[config.mk]
export PLATFORM = sky130hd
export DESIGN_NAME = flow_delta_accumulator
export DESIGN_NICKNAME = d
export VERILOG_FILES = /design/src/design/fda_pkg.sv /design/src/design/fda_queue.sv /design/src/design/fda_front.sv /design/src/design/fda_back.sv /design/src/design/flow_delta_accumulator.sv
export SDC_FILE = /design/constraint.sdc
export NUM_CORES = 1
export LEC_CHECK = 0
export BUFFER_PORTS_ARGS = -buffer_cell sky130_fd_sc_hd__buf_2
export CORE_UTILIZATION = 35
export DETAILED_ROUTE_END_ITERATION = 8
export PLACE_DENSITY = 0.52
export SLEW_MARGIN = 20
export SYNTH_ARGS = -nofsm -noshare
export SYNTH_HDL_FRONTEND = slang
export SYNTH_SLANG_ARGS = --single-unit
export TNS_END_PERCENT = 1
[constraint.sdc]
create_clock -name clk -period 13.99 [get_ports clk]
set_input_delay 1.399 -clock clk [delete_from_list [all_inputs] [get_ports clk]]
set_output_delay 1.399 -clock clk [all_outputs]
set_load 0.005 [all_outputs]
[src/design/fda_pkg.sv]
// Shared types and constants of the flow delta accumulator.
package fda_pkg;

    localparam int DeltaWidth = 16;
    localparam int TurnWidth  = DeltaWidth + 1;
    localparam int CountWidth = 32;
    localparam int TimeWidth  = 32;
    localparam int QualWidth  = 8;
    localparam int CfgIdxWidth  = 2;
    localparam int CfgDataWidth = 2;

    localparam logic [CfgIdxWidth-1:0] CFG_SWAP_AXES = 2'd0;
    localparam logic [CfgIdxWidth-1:0] CFG_ROTATION  = 2'd1;
    localparam logic [CfgIdxWidth-1:0] CFG_NEGATE_X  = 2'd2;
    localparam logic [CfgIdxWidth-1:0] CFG_NEGATE_Y  = 2'd3;

    localparam logic OP_MOTION  = 1'b0;
    localparam logic OP_PUBLISH = 1'b1;

    localparam logic [1:0] ROT_0   = 2'd0;
    localparam logic [1:0] ROT_90  = 2'd1;
    localparam logic [1:0] ROT_180 = 2'd2;
    localparam logic [1:0] ROT_270 = 2'd3;

    typedef struct packed {
        logic                          operation;
        logic                          motion_flag;
        logic signed [DeltaWidth-1:0]  delta_x;
        logic signed [DeltaWidth-1:0]  delta_y;
        logic [QualWidth-1:0]          sample_quality;
        logic [TimeWidth-1:0]          time_now;
        logic                          sensor_ready;
    } request_t;

    typedef struct packed {
        logic [TimeWidth-1:0]          stamp_us;
        logic [TimeWidth-1:0]          window_us;
        logic signed [CountWidth-1:0]  count_x;
        logic signed [CountWidth-1:0]  count_y;
        logic [QualWidth-1:0]          published_quality;
        logic                          sample_valid;
    } result_t;

    typedef struct packed {
        logic                          publish;
        logic signed [TurnWidth-1:0]   step_x;
        logic signed [TurnWidth-1:0]   step_y;
        logic [QualWidth-1:0]          quality;
        logic [TimeWidth-1:0]          time_now;
        logic                          ready;
    } cmd_t;

    typedef struct packed {
        logic       swap_axes;
        logic [1:0] rotation;
        logic       negate_x;
        logic       negate_y;
    } orient_cfg_t;

endpackage

[src/design/fda_queue.sv]
// Small register queue used between the front and back and for results.
module fda_queue
    import fda_pkg::*;
#(
    parameter int WIDTH = 8,
    parameter int DEPTH = 2
)
(
    input  logic             clk,
    input  logic             rst_n,
    input  logic             push,
    input  logic [WIDTH-1:0] push_data,
    output logic             full,
    input  logic             pop,
    output logic [WIDTH-1:0] pop_data,
    output logic             empty
);

    localparam int PtrWidth = (DEPTH > 1) ? $clog2(DEPTH) : 1;
    localparam int CntWidth = $clog2(DEPTH + 1);

    logic [WIDTH-1:0]    store_reg [DEPTH];
    logic [PtrWidth-1:0] wr_ptr_reg, wr_ptr_next;
    logic [PtrWidth-1:0] rd_ptr_reg, rd_ptr_next;
    logic [CntWidth-1:0] count_reg, count_next;
    logic                do_push, do_pop;

    assign full     = (count_reg == CntWidth'(DEPTH));
    assign empty    = (count_reg == '0);
    assign do_push  = push && !full;
    assign do_pop   = pop && !empty;
    assign pop_data = store_reg[rd_ptr_reg];

    always_comb
    begin
        wr_ptr_next = wr_ptr_reg;
        rd_ptr_next = rd_ptr_reg;
        count_next  = count_reg;
        if (do_push)
        begin
            wr_ptr_next = (wr_ptr_reg == PtrWidth'(DEPTH - 1)) ? '0 : wr_ptr_reg + 1'b1;
        end
        if (do_pop)
        begin
            rd_ptr_next = (rd_ptr_reg == PtrWidth'(DEPTH - 1)) ? '0 : rd_ptr_reg + 1'b1;
        end
        if (do_push && !do_pop)
        begin
            count_next = count_reg + 1'b1;
        end
        else if (do_pop && !do_push)
        begin
            count_next = count_reg - 1'b1;
        end
    end

    always_ff @(posedge clk or negedge rst_n)
    begin
        if (!rst_n)
        begin
            wr_ptr_reg <= '0;
            rd_ptr_reg <= '0;
            count_reg  <= '0;
        end
        else
        begin
            wr_ptr_reg <= wr_ptr_next;
            rd_ptr_reg <= rd_ptr_next;
            count_reg  <= count_next;
        end
    end

    always_ff @(posedge clk)
    begin
        if (do_push)
        begin
            store_reg[wr_ptr_reg] <= push_data;
        end
    end

endmodule

[src/design/fda_front.sv]
// Front part: holds the mounting configuration, drops idle reports and reorients deltas.
module fda_front
    import fda_pkg::*;
(
    input  logic                    clk,
    input  logic                    rst_n,
    input  logic                    cfg_write,
    input  logic [CfgIdxWidth-1:0]  cfg_index,
    input  logic [CfgDataWidth-1:0] cfg_data,
    input  logic                    push,
    input  request_t                request,
    output logic                    cmd_push,
    output cmd_t                    cmd
);

    orient_cfg_t cfg_reg, cfg_next;
    logic signed [TurnWidth-1:0] a_raw, b_raw;
    logic signed [TurnWidth-1:0] a_swp, b_swp;
    logic signed [TurnWidth-1:0] a_rot, b_rot;

    always_comb
    begin
        cfg_next = cfg_reg;
        if (cfg_write)
        begin
            unique case (cfg_index)
                CFG_SWAP_AXES: cfg_next.swap_axes = cfg_data[0];
                CFG_ROTATION:  cfg_next.rotation  = cfg_data[1:0];
                CFG_NEGATE_X:  cfg_next.negate_x  = cfg_data[0];
                CFG_NEGATE_Y:  cfg_next.negate_y  = cfg_data[0];
                default:       cfg_next = cfg_reg;
            endcase
        end
    end

    always_ff @(posedge clk or negedge rst_n)
    begin
        if (!rst_n)
        begin
            cfg_reg <= '0;
        end
        else
        begin
            cfg_reg <= cfg_next;
        end
    end

    always_comb
    begin
        a_raw = TurnWidth'(request.delta_x);
        b_raw = TurnWidth'(request.delta_y);
        a_swp = cfg_reg.swap_axes ? b_raw : a_raw;
        b_swp = cfg_reg.swap_axes ? a_raw : b_raw;
        unique case (cfg_reg.rotation)
            ROT_90:
            begin
                a_rot = -b_swp;
                b_rot = a_swp;
            end
            ROT_180:
            begin
                a_rot = -a_swp;
                b_rot = -b_swp;
            end
            ROT_270:
            begin
                a_rot = b_swp;
                b_rot = -a_swp;
            end
            default:
            begin
                a_rot = a_swp;
                b_rot = b_swp;
            end
        endcase
    end

    assign cmd.publish  = (request.operation == OP_PUBLISH);
    assign cmd.step_x   = cfg_reg.negate_x ? -a_rot : a_rot;
    assign cmd.step_y   = cfg_reg.negate_y ? -b_rot : b_rot;
    assign cmd.quality  = request.sample_quality;
    assign cmd.time_now = request.time_now;
    assign cmd.ready    = request.sensor_ready;

    // A motion report without movement leaves no trace at all.
    assign cmd_push = push && ((request.operation == OP_PUBLISH) || request.motion_flag);

endmodule

[src/design/fda_back.sv]
// Back part: saturating accumulators, window timing and result formation.
module fda_back
    import fda_pkg::*;
(
    input  logic    clk,
    input  logic    rst_n,
    input  logic    cmd_empty,
    input  cmd_t    cmd,
    output logic    cmd_pop,
    input  logic    res_full,
    output logic    res_push,
    output result_t res
);

    logic signed [CountWidth-1:0] sum_x_reg, sum_x_next;
    logic signed [CountWidth-1:0] sum_y_reg, sum_y_next;
    logic [QualWidth-1:0]         quality_reg, quality_next;
    logic [TimeWidth-1:0]         start_reg, start_next;

    function automatic logic signed [CountWidth-1:0] sat_add(
        input logic signed [CountWidth-1:0] acc,
        input logic signed [TurnWidth-1:0]  step
    );
        logic signed [CountWidth:0] total;
        logic signed [CountWidth:0] hi;
        logic signed [CountWidth:0] lo;
        begin
            hi    = (CountWidth + 1)'({1'b0, {(CountWidth - 1){1'b1}}});
            lo    = (CountWidth + 1)'({2'b11, {(CountWidth - 1){1'b0}}});
            total = (CountWidth + 1)'(acc) + (CountWidth + 1)'(step);
            if (total > hi)
            begin
                sat_add = hi[CountWidth-1:0];
            end
            else if (total < lo)
            begin
                sat_add = lo[CountWidth-1:0];
            end
            else
            begin
                sat_add = total[CountWidth-1:0];
            end
        end
    endfunction

    assign cmd_pop  = !cmd_empty && (!cmd.publish || !res_full);
    assign res_push = cmd_pop && cmd.publish;

    assign res.stamp_us          = cmd.time_now;
    assign res.window_us         = cmd.time_now - start_reg;
    assign res.count_x           = sum_x_reg;
    assign res.count_y           = sum_y_reg;
    assign res.published_quality = quality_reg;
    assign res.sample_valid      = cmd.ready;

    always_comb
    begin
        sum_x_next   = sum_x_reg;
        sum_y_next   = sum_y_reg;
        quality_next = quality_reg;
        start_next   = start_reg;
        if (cmd_pop)
        begin
            if (cmd.publish)
            begin
                sum_x_next   = '0;
                sum_y_next   = '0;
                quality_next = '0;
                start_next   = cmd.time_now;
            end
            else
            begin
                sum_x_next   = sat_add(sum_x_reg, cmd.step_x);
                sum_y_next   = sat_add(sum_y_reg, cmd.step_y);
                quality_next = cmd.quality;
            end
        end
    end

    always_ff @(posedge clk or negedge rst_n)
    begin
        if (!rst_n)
        begin
            sum_x_reg   <= '0;
            sum_y_reg   <= '0;
            quality_reg <= '0;
            start_reg   <= '0;
        end
        else
        begin
            sum_x_reg   <= sum_x_next;
            sum_y_reg   <= sum_y_next;
            quality_reg <= quality_next;
            start_reg   <= start_next;
        end
    end

endmodule

[src/design/flow_delta_accumulator.sv]
// Top level of the flow delta accumulator.
// A request is either a motion report or a publish request and is written with push while
// full is low. Motion reports with the motion flag set are reoriented by the swap, rotation
// and negation registers and added into two saturating 32-bit counts; those without it are
// dropped at once. A publish request yields one result with the time stamp, the window
// length, both counts, the last quality and the ready flag, and then clears the counts.
// Results wait in a two-entry queue and are taken with pop while empty is low.
// One request is accepted in every cycle while full is low. A publish request is written
// into the command queue; the back part takes the command from that queue and writes its
// result into the result queue, whose head is on the result ports. The back part takes
// a waiting command unless it is a publish command and the result queue is full.
// When pop stays low the result queue fills, publish commands then wait in the command
// queue, and full rises once that queue is full as well. Configuration writes take effect
// on the next cycle. The user must make them while the block is idle; nothing enforces it.
// Reset clears the counts, the quality, the window start, the registers and both queues.
module flow_delta_accumulator
    import fda_pkg::*;
#(
    parameter int CMD_DEPTH = 2,
    parameter int RES_DEPTH = 2
)
(
    input  logic                    clk,
    input  logic                    rst_n,
    input  logic                    cfg_write,
    input  logic [CfgIdxWidth-1:0]  cfg_index,
    input  logic [CfgDataWidth-1:0] cfg_data,
    input  logic                    push,
    input  request_t                request,
    output logic                    full,
    input  logic                    pop,
    output result_t                 result,
    output logic                    empty
);

    logic    cmd_push, cmd_pop, cmd_empty;
    cmd_t    cmd_in, cmd_out;
    logic    res_push, res_full;
    result_t res_in;

    fda_front u_front (
        .clk       (clk),
        .rst_n     (rst_n),
        .cfg_write (cfg_write),
        .cfg_index (cfg_index),
        .cfg_data  (cfg_data),
        .push      (push),
        .request   (request),
        .cmd_push  (cmd_push),
        .cmd       (cmd_in)
    );

    fda_queue #(
        .WIDTH ($bits(cmd_t)),
        .DEPTH (CMD_DEPTH)
    ) u_cmd_queue (
        .clk       (clk),
        .rst_n     (rst_n),
        .push      (cmd_push),
        .push_data (cmd_in),
        .full      (full),
        .pop       (cmd_pop),
        .pop_data  (cmd_out),
        .empty     (cmd_empty)
    );

    fda_back u_back (
        .clk       (clk),
        .rst_n     (rst_n),
        .cmd_empty (cmd_empty),
        .cmd       (cmd_out),
        .cmd_pop   (cmd_pop),
        .res_full  (res_full),
        .res_push  (res_push),
        .res       (res_in)
    );

    fda_queue #(
        .WIDTH ($bits(result_t)),
        .DEPTH (RES_DEPTH)
    ) u_res_queue (
        .clk       (clk),
        .rst_n     (rst_n),
        .push      (res_push),
        .push_data (res_in),
        .full      (res_full),
        .pop       (pop),
        .pop_data  (result),
        .empty     (empty)
    );

endmodule
; ---- Word level (Yosys, flattened, before mapping)
; Memory sizes are Yosys's and may differ from the RTL's.
; Index checks and enable logic that the tools add are counted.
[op_classes]
add_sub_neg = 15
order_cmp = 4
eq_ne = 8
n_mux = 25
reduce_logical = 32
[ops]
columns = op, count
row1 = 32-bit 2-to-1 mux, 6
row2 = 17-bit case mux with 3 select lines, 2
row3 = 17-bit 2-to-1 mux, 4
row4 = 17-bit negator, 4
row5 = 32-bit by 17-bit adder with 33-bit output, 2
row6 = 33-bit by 32-bit > comparator with 1-bit output (second input constant), 2
row7 = 33-bit by 32-bit < comparator with 1-bit output (second input constant), 2
row8 = 32-bit subtractor, 1
row9 = 2-bit == test (second input constant), 6
row10 = 1-bit logical AND, 11
row11 = 2-bit AND reduction, 5
row12 = 1-bit logical NOT, 9
row13 = 1-bit 2-to-1 mux, 8
row14 = 2-bit 2-to-1 mux, 4
row15 = 8-bit 2-to-1 mux, 1
row16 = 2-bit logical NOT, 3
row17 = 1-bit adder (second input constant), 4
row18 = 2-bit by 1-bit adder with 2-bit output (second input constant), 2
row19 = 2-bit by 1-bit == test with 1-bit output (second input constant), 2
row20 = 2-bit nonzero test, 2
row21 = 2-bit by 1-bit subtractor with 2-bit output (second input constant), 2
row22 = 1-bit logical OR, 2
[word_totals]
register_bits = 117
ramBits = 426
inputBits = 84
output_inout_bits = 139
word_cells = 100
n_memories = 2
[memory_table]
columns = name, words, word_bits, rd, rd_clocked_by_memory_dff, write_ports, line
row1 = u_res_queue.store_reg, 2, 137, 1, 0, 1, fda_queue.sv:22  ; logic [WIDTH-1:0] store_reg [DEPTH];
row2 = u_cmd_queue.store_reg, 2, 76, 1, 0, 1, fda_queue.sv:22

; ---- Depth between registers and ports, before layout
; Gate-level depths: netlist (run 1).
[logic_depth]
ltp_word = 10
ltp_mapped = 17
depth_no_buf = 13

; ---- Cells and area by module
; Synthesis (run 1) repeated with hierarchy kept, for this count alone.
[unflattened]
hier_cells = 2308
hier_area_um2 = 28941.5
[modules_own_cells]
columns = module, n_inst, cells_per_inst, area_per_inst_um2
row1 = fda_queue at u_res_queue, 1, 445, 10129.7
row2 = fda_back, 1, 1117, 9340.2
row3 = fda_queue at u_cmd_queue, 1, 256, 5816.8
row4 = fda_front, 1, 490, 3654.8

; ---- Worst setup path after synthesis (run 1)
; Ideal clock, no wire load.
[synth_timing]
path_kind = register to register
startpoint = reg u_cmd_queue.rd_ptr_reg
endpoint = mem u_res_queue.store_reg[0][0] (netlist bit) (enable)
setup_time_ps = 801
arrival_ps = 10694
t_required_ps = 13189
path_slack_ps = 2495
path_stages_with_launch = 7
synth_period_minus_slack_ps = 11495
path_cell_list = dfrtp_1 > clkbuf_1 > mux2i_1 > o32ai_1 > clkbuf_1 > buf_1 > nor3_1
[synth_between]
elab_chain_len = 8
[synth_lines]
columns = element, line
row1 = "start, declared", fda_queue.sv:24  ; logic [PtrWidth-1:0] rd_ptr_reg, rd_ptr_next;
row2 = "start signal, assigned", fda_queue.sv:68  ; rd_ptr_reg <= rd_ptr_next;
row3 = memory read 2 x 76 bit (*), -
row4 = 1-bit logical NOT, fda_back.sv:46  ; assign cmd_pop = !cmd_empty && (!cmd.publish || !res_full);
row5 = 1-bit logical OR, fda_back.sv:46
row6 = 1-bit logical AND, fda_back.sv:46
row7 = 1-bit logical AND (*), fda_back.sv:47  ; assign res_push = cmd_pop && cmd.publish;
row8 = 1-bit logical AND (*), fda_queue.sv:30  ; assign do_push = push && !full;
row9 = 1-bit 2-to-1 mux (*), fda_queue.sv:75  ; if (do_push)
row10 = 1-bit 2-to-1 mux (not written as such) (*), fda_queue.sv:77  ; store_reg[wr_ptr_reg] <= push_data;
row11 = "end, declared", fda_queue.sv:22
; Mark *: on every way between the ends. The rest lies on a longest branch, timed or not.

; ---- Worst setup path after layout (run 1)
[layout_timing]
startpoint = reg u_cmd_queue.rd_ptr_reg
endpoint = mem u_res_queue.store_reg[1][18] (netlist bit) (enable)
; Same word-level chain as after synthesis.

==> results of run 1 <==
## worst register-to-register path, stage by stage, from the launching register on
cell and delay, ns:
dfrtp_4 0.91, buf_4 0.57, mux2i_1 0.73, o32ai_4 0.17
nor2_4 0.10, buf_4 0.50, and2_4 0.61, buf_4 0.64
buf_4 0.82
## per-layer routing
| layer | part of all wire | track usage | vias to the layer above | wire, um |
|---|---|---|---|---|
| met2 | 0.49 | 0.286 | 394 | 33700 |
| met1 | 0.45 | 0.219 | 9241 | 30800 |
| met3 | 0.052 | 0.0334 | 85 | 3630 |
| met4 | 0.015 | 0.0361 | 8 | 1060 |
| met5 | 0.00079 | 0 | - | 55 |
| li1 | - | - | 9003 | - |
## synth_stat cells (all sizes together), types with 8 or more instances
master,instances
nor4b,10
a21o,43
o21ai,143
nor2,96
ha,101
or3,11
o41ai,8
nand2,181
a211oi,14
buf,23
xor2,57
dfrtp,117
clkbuf,83
o211ai,60
a31oi,9
mux2i,50
a21oi,102
mux4,8
mux2,223
o31ai,14
nor4,12
nor3,39
o221ai,8
nand3,37
xnor2,73
o21a,18
edfxtp,426
and2,14
a221o,14
nor2b,15
nand2b,23
inv,72
and3,21
## kinds of logic after synthesis
kind of cell | Yosys count | share of synthesized area
DFF | 543 | 0.561
AOI/OAI and AO/OA | 528 | 0.126
and+or+nand+nor | 496 | 0.0856
muxes | 281 | 0.114
buffers and inverters | 178 | 0.0254
xor gates and xnor gates | 130 | 0.0406
adders and majority gates | 104 | 0.0472
## power by group through the flow
stage,sequential (uW),combinational (uW),clock (uW)
4_1_cts,2950,4160,1670
5_1_grt,3000,4570,1730
6_report,2930,4120,1620
3_3_place_gp,2950,4080,0
3_5_place_dp,2980,4130,0
2_1_floorplan,2880,3020,0
## how the worst max path moves through the flow
stage,endpoint,slack (ns)
after floorplan,u_res_queue.store_reg[0][0]$_DFFE_PP_,2.50
after global placement,u_res_queue.store_reg[1][18]$_DFFE_PP_,8.43
after detailed placement,u_res_queue.store_reg[1][19]$_DFFE_PP_,8.38
after CTS,u_res_queue.store_reg[1][19]$_DFFE_PP_,8.36
after global routing,u_res_queue.store_reg[1][19]$_DFFE_PP_,8.11
final,u_res_queue.store_reg[1][18]$_DFFE_PP_,8.51
## per-stage QoR
| stage | worst slack [ns] | cell area [sq um] | std cells | power, uW |
|---|---|---|---|---|
| final | 8.51 | 32300 | 3563 | 8670 |
| after global routing | 8.11 | 32300 | 3562 | 9300 |
| after CTS | 8.36 | 32300 | 3562 | 8780 |
| after detailed placement | 8.38 | 30300 | 3450 | 7110 |
| after global placement | 8.43 | 30300 | 3450 | 7030 |
| after floorplan | 2.50 | 28000 | 2260 | 5900 |
## area by class of cell
cell class | instances | area (sq um) | share of cell area
diodes | 1 | 2.50 | 0.0000775
inverters | 72 | 270 | 0.00836
flip-flops and latches | 543 | 15700 | 0.487
repair buffers | 246 | 1300 | 0.0402
clock buffers | 82 | 1660 | 0.0515
clock inverters | 30 | 375 | 0.0116
well taps | 1050 | 1310 | 0.0407
multi-input cells | 1539 | 11700 | 0.361
==> reports/metrics.cfg, run 1 <==
[cells_and_area]
largest_reg_flops = 274
layout_common_cells = edfxtp_1, mux2_2, buf_2
area_growth_pct = 15.2
drive_above_1_share = 0.243
final_common_cell = edfxtp_1
final_core_util = 0.408
finalNetCount = 2649
fillers = 7478

[sta]
tightest_slew_ns = 1.06
tns_ns = 0
hold_viol = 0
clock_skew_ns = 0.0256
period_needed_ns = 5.48
fin_crit_sh = 0.392
slew_headroom = 0.291
report.final.slew_viol_count = 0
finalSetupViolations = 0
rsz0062_at_grt = no
holdWs_ns = 0.460
fmax_mhz = 182

[setup_path]
path_cells = buf_4 > mux2i_1 > o32ai_4 > nor2_4 > buf_4 > and2_4 > buf_4 > buf_4
critPathArrivalTime_ns = 5.73
critPathTopFamily = buffers and inverters
required_ns = 14.24
crit_path_start = u_cmd_queue.rd_ptr_reg$_DFFE_PN0P_
startpoint_type = register
rr_startpoint = u_cmd_queue.rd_ptr_reg$_DFFE_PN0P_
crit_fanout = 66
r2r-end = u_res_queue.store_reg[1][18]$_DFFE_PP_
path_depth = 8
cp.buffers_inverters = 4
r2r_setup_slack_ns = 8.51
max_stage_delay_ns = 0.91
cp-end-kind = register
crit_path_frequent_cell = buf_4
crit_type = register to register
ff2ff_path_depth = 8
crit_slowest_cell = dfrtp_4

[yosys]
ys_ff_latch = 543
async_flop_share = 0.215
synth_edf_count = 426
ys_warn_count = 0
postSynthCellCount = 2260
synthesis.nets = 2448
synth-seq-area-share = 0.561
synth.avg_cell_area_sq_um = 12.4
ys.flop_type = edfxtp_1
yosysTopAreaCellShare = 0.456
synth_cell_types = 86
synthTopCellsByArea = edfxtp_1, dfrtp_1, mux2_2
synth_area_leader_cell = edfxtp_1
synth_area_sq_um = 28000

[power_and_ir_drop]
p_sw_uw = 3350
pwr-share-comb = 0.475
p_int_uw = 5320
power_frac_clock = 0.187
seq_power_share = 0.338
leakagePower_uw = 0.0123
ir_worst_vdd_uv = 135
swShare = 0.386
power_density_nw_per_um2 = 268

[clock_network]
cts_tree = yes
numCtsBuffers = 59
post_cts_buffers = 0
clkTransAtPathRegs_ns = 0.06
post_cts_resized = 0
cts_hold_buf = 0
cts_root_buf = clkbuf_16
clock_latency_ns = 0.63
htree_levels = 2
cts_num_sinks = 543
clk_path_buf_depth = 3

[die]
die_y_um = 285
row_count = 103
start_util = 0.354
die_w_um = 285
ioPinCount = 223
dieArea_sq_um = 81200
coreArea_sq_um = 79100

[place]
place_congestion = 0.881
io_buffer_count = 222
dp_hpwl_mm = 47.8

[routing]
drc = 0
vias = 18700
post_drt_wl_per_cell_um = 19.4
vias_per_cell = 5.26
first_iter_violations = 1271
drt_first_pass_iters = 5
ant_nets = 0
drt_wl_total_mm = 69.2

[global_routing]
grt_overflow = 0
grt_max_degree = 78
grt_pass1_wl_mm = 108
antenna_found_initial = 7
grt_pass1_vias = 18800
track_usage = 0.167

[hold_path]
hold_path.class = register to register
hold_end = u_res_queue.store_reg[1][5]$_DFFE_PP_
hold_path_depth = 0
hp-start = u_back.quality_reg[4]$_DFFE_PN0P_

[run]
cap_violations = 0

[run_status]
status = complete, no violations

Power figures use the tool's default switching activity.
==> run 2, diff against run 1 <==
--- a/config.mk
+++ b/config.mk
@@ -5,10 +5,11 @@
 export SDC_FILE = /design/constraint.sdc
 export NUM_CORES = 1
 export LEC_CHECK = 0
+export ABC_AREA = 1
 export BUFFER_PORTS_ARGS = -buffer_cell sky130_fd_sc_hd__buf_2
 export CORE_UTILIZATION = 35
 export DETAILED_ROUTE_END_ITERATION = 8
-export PLACE_DENSITY = 0.52
+export PLACE_DENSITY = 0.54
 export SLEW_MARGIN = 20
 export SYNTH_ARGS = -nofsm -noshare
 export SYNTH_HDL_FRONTEND = slang
==> constraint.sdc (replaced) <==
create_clock -name clk -period 4.6 [get_ports clk]
set_input_delay 0.46 -clock clk [delete_from_list [all_inputs] [get_ports clk]]
set_output_delay 0.46 -clock clk [all_outputs]
set_load 0.005 [all_outputs]
==> reports/metrics.cfg, run 2 <==
[sta]
period_needed_ns = 3.73  ; -1.75 ns
tightest_slew_ns = 0.992  ; -0.0715 ns
report.final.slew_viol_count = 0  ; unchanged
hold_viol = 0  ; unchanged
clock_skew_ns = 0.0246  ; -0.000976 ns
rsz0062_at_grt = no
fin_crit_sh = 0.812  ; +0.420
slew_headroom = 0.339  ; +0.0477
fin_ws_ns = 0.867  ; -7.64 ns
tns_ns = 0  ; unchanged
fmax_mhz = 268  ; +47%
finalSetupViolations = 0  ; unchanged

[clock_network]
clk_path_buf_depth = 3  ; unchanged
cts_num_sinks = 543  ; unchanged
htree_levels = 2  ; unchanged
post_cts_resized = 0  ; unchanged
cts_root_buf = clkbuf_16
clock_latency_ns = 0.62  ; about the same
cts_tree = yes
clkTransAtPathRegs_ns = 0.06  ; about the same
post_cts_buffers = 0  ; unchanged
numCtsBuffers = 57  ; -3.4%

[setup_path]
startpoint_type = register
cp-end-kind = register
crit_type = register to register
r2r-end = u_res_queue.store_reg[1][97]$_DFFE_PP_
r2r_setup_slack_ns = 0.87  ; -7.64 ns
crit_fanout = 35  ; -47%
rr_startpoint = u_cmd_queue.rd_ptr_reg$_DFFE_PN0P_
critPathArrivalTime_ns = 4.18  ; -1.55 ns
required_ns = 5.04  ; -9.20 ns
ff2ff_path_depth = 14  ; +6

[die]
row_count = 104  ; +0.97%
dieArea_sq_um = 83200  ; +2.5%
die_w_um = 289  ; +1.2%
start_util = 0.355  ; +0.000675
coreArea_sq_um = 80900  ; +2.3%
ioPinCount = 223  ; unchanged
die_y_um = 289  ; +1.2%

[run_status]
violations = design-rule violations
status = finished, violations left

[cells_and_area]
diodes = 0  ; -1
layout_common_cells = nand2_1, edfxtp_1, nand3_1
final_core_util = 0.408  ; about the same
drive_above_1_share = 0.133  ; -0.109
fillers = 8077  ; +8.0%
area_growth_pct = 15.0
finalNetCount = 3609  ; +36%
largest_reg_flops = 274  ; unchanged
final_common_cell = nand2_1
stdcell_area_sq_um = 33000  ; +2.2%

[global_routing]
grt_max_degree = 74  ; -5.1%
grt_pass1_wl_mm = 119  ; +11%
grt_overflow = 0  ; unchanged
track_usage = 0.184  ; +0.0168
antenna_found_initial = 6  ; -1
grt_pass1_vias = 20700  ; +10%

[yosys]
yosysTopAreaCellShare = 0.445  ; -0.0110
synth-seq-area-share = 0.547  ; -0.0136
synth.avg_cell_area_sq_um = 8.98  ; -28%
postSynthCellCount = 3201  ; +42%
synth_area_leader_cell = edfxtp_1
ys_top_cells_by_count = nand2_1, edfxtp_1, nand3_1
ys.flop_type = edfxtp_1
synth_area_sq_um = 28700  ; +2.5%
ys_warn_count = 0  ; unchanged
synth_cell_types = 57  ; -34%
synthesis.nets = 3389  ; +38%
synth_edf_count = 426  ; unchanged
yosysMostFrequentCell = nand2_1
async_flop_share = 0.215  ; unchanged
ys_ff_latch = 543  ; unchanged
synthTopCellsByArea = edfxtp_1, nand2_1, dfrtp_1

[routing]
first_iter_violations = 1395  ; +9.8%
drt_wl_total_mm = 77.1  ; +11%
vias = 21900  ; +17%
post_drt_wl_per_cell_um = 17.0  ; -12%
drt_first_pass_iters = 9  ; +4
vias_per_cell = 4.83  ; -8.0%
drc = 19  ; +19
ant_nets = 0  ; unchanged

[hold_path]
hold_end = u_cmd_queue.store_reg[0][10]$_DFFE_PP_
hold_path_depth = 1  ; +1
hold_path.class = input pin to register
hp-start = request[10]

[power_and_ir_drop]
p_sw_uw = 12300  ; +270%
seq_power_share = 0.320  ; -0.018
pwr-share-comb = 0.506  ; +0.031
power_density_nw_per_um2 = 840  ; +210%
leakagePower_uw = 0.0146  ; +19%
swShare = 0.442  ; +0.0555
power_frac_clock = 0.174  ; -0.013
ir_worst_vdd_uv = 483  ; +260%
p_int_uw = 15500  ; +190%

[place]
io_buffer_count = 222  ; unchanged
dp_hpwl_mm = 55.8  ; +17%
dpl_cell_area_sq_um = 31000  ; +2.4%
post-place-ws_ns = 0.841  ; -7.54 ns
place_congestion = 0.931  ; +5.7%

[run]
cap_violations = 0  ; unchanged

==> run 2: layout make-up <==
type                            instances  area [sq um]  share of cell area
Multi-Input combinational cell       2344         11800               0.356
Inverter                              217           820              0.0248
Clock buffer                           74          1540              0.0467
Clock inverter                         34           453              0.0137
Sequential cell                       543         15700               0.476
Timing Repair Buffer                  258          1410              0.0428
Tap cell                             1060          1330              0.0401
==> run 2: what timing repair did <==
item | in CTS | in global routing
hold buffers | 5 | 0
endpoints found under the setup margin | 0 | 0
hold endpoints to repair | 75 | 0
==> run 2: worst max-delay path, cell delays in order (launching register included) <==
cell and delay (ns):
dfrtp_2 0.43, inv_2 0.11, buf_4 0.41, or2_2 0.19
o21ai_0 0.12, ha_1 0.27, fa_1 0.41, o21ai_1 0.23
a21oi_1 0.18, o21bai_1 0.28, a21boi_1 0.14, o21ai_0 0.28
nand2_1 0.13, o21ai_1 0.16, xor2_1 0.20
==> run 2: per-layer routing <==
metal  GRT usage  vias to the layer above  part of all wire
li1            -                    11100                 -
met1       0.258                    10200              0.46
met2       0.304                      476              0.47
met3      0.0216                       97             0.047
met4      0.0439                        2             0.020
met5           0                        -           0.00016
==> run 2: kinds of logic after synthesis <==
family,count (synthesis),synth area share
xor+xnor,102,0.0311
simple gates,1769,0.258
flops,543,0.547
compound gates,361,0.0699
buf+inv,314,0.0452
fa+ha+maj,104,0.0461
mux,8,0.00279
==> run 2: how the worst max path moves through the flow <==
stage | from | to | slack [ns] | cells after the start
2_1_floorplan | u_cmd_queue.rd_ptr_reg$_DFFE_PN0P_ | u_res_queue.store_reg[0][0]$_DFFE_PP_ | -0.39 | 8
3_3_place_gp | u_cmd_queue.rd_ptr_reg$_DFFE_PN0P_ | u_res_queue.store_reg[0][97]$_DFFE_PP_ | 0.92 | 14
3_5_place_dp | u_cmd_queue.rd_ptr_reg$_DFFE_PN0P_ | u_res_queue.store_reg[1][97]$_DFFE_PP_ | 0.84 | 14
4_1_cts | u_cmd_queue.rd_ptr_reg$_DFFE_PN0P_ | u_res_queue.store_reg[0][97]$_DFFE_PP_ | 0.81 | 14
5_1_grt | u_cmd_queue.rd_ptr_reg$_DFFE_PN0P_ | u_back.sum_y_reg[21]$_DFFE_PN0P_ | 0.48 | 15
6_report | u_cmd_queue.rd_ptr_reg$_DFFE_PN0P_ | u_res_queue.store_reg[1][97]$_DFFE_PP_ | 0.87 | 14
==> run 2: power groups by stage <==
stage          sequential, uW  combinational [uW]  clock (uW)
2_1_floorplan            8760                9820           0
6_report                 8870               14000        4840
3_5_place_dp             8990               14200           0
5_1_grt                  9070               15900        5150
4_1_cts                  8900               14200        4960
3_3_place_gp             8960               14100           0
==> run 2: metrics by stage <==
stage / instances / hold slack, ns / total power, uW
2_1_floorplan: 3201 / 0.164 / 18600
3_3_place_gp: 4417 / 0.450 / 23100
3_5_place_dp: 4417 / 0.461 / 23200
4_1_cts: 4530 / 0.00153 / 28100
5_1_grt: 4530 / 0.0100 / 30100
6_report: 4530 / 0.0366 / 27800
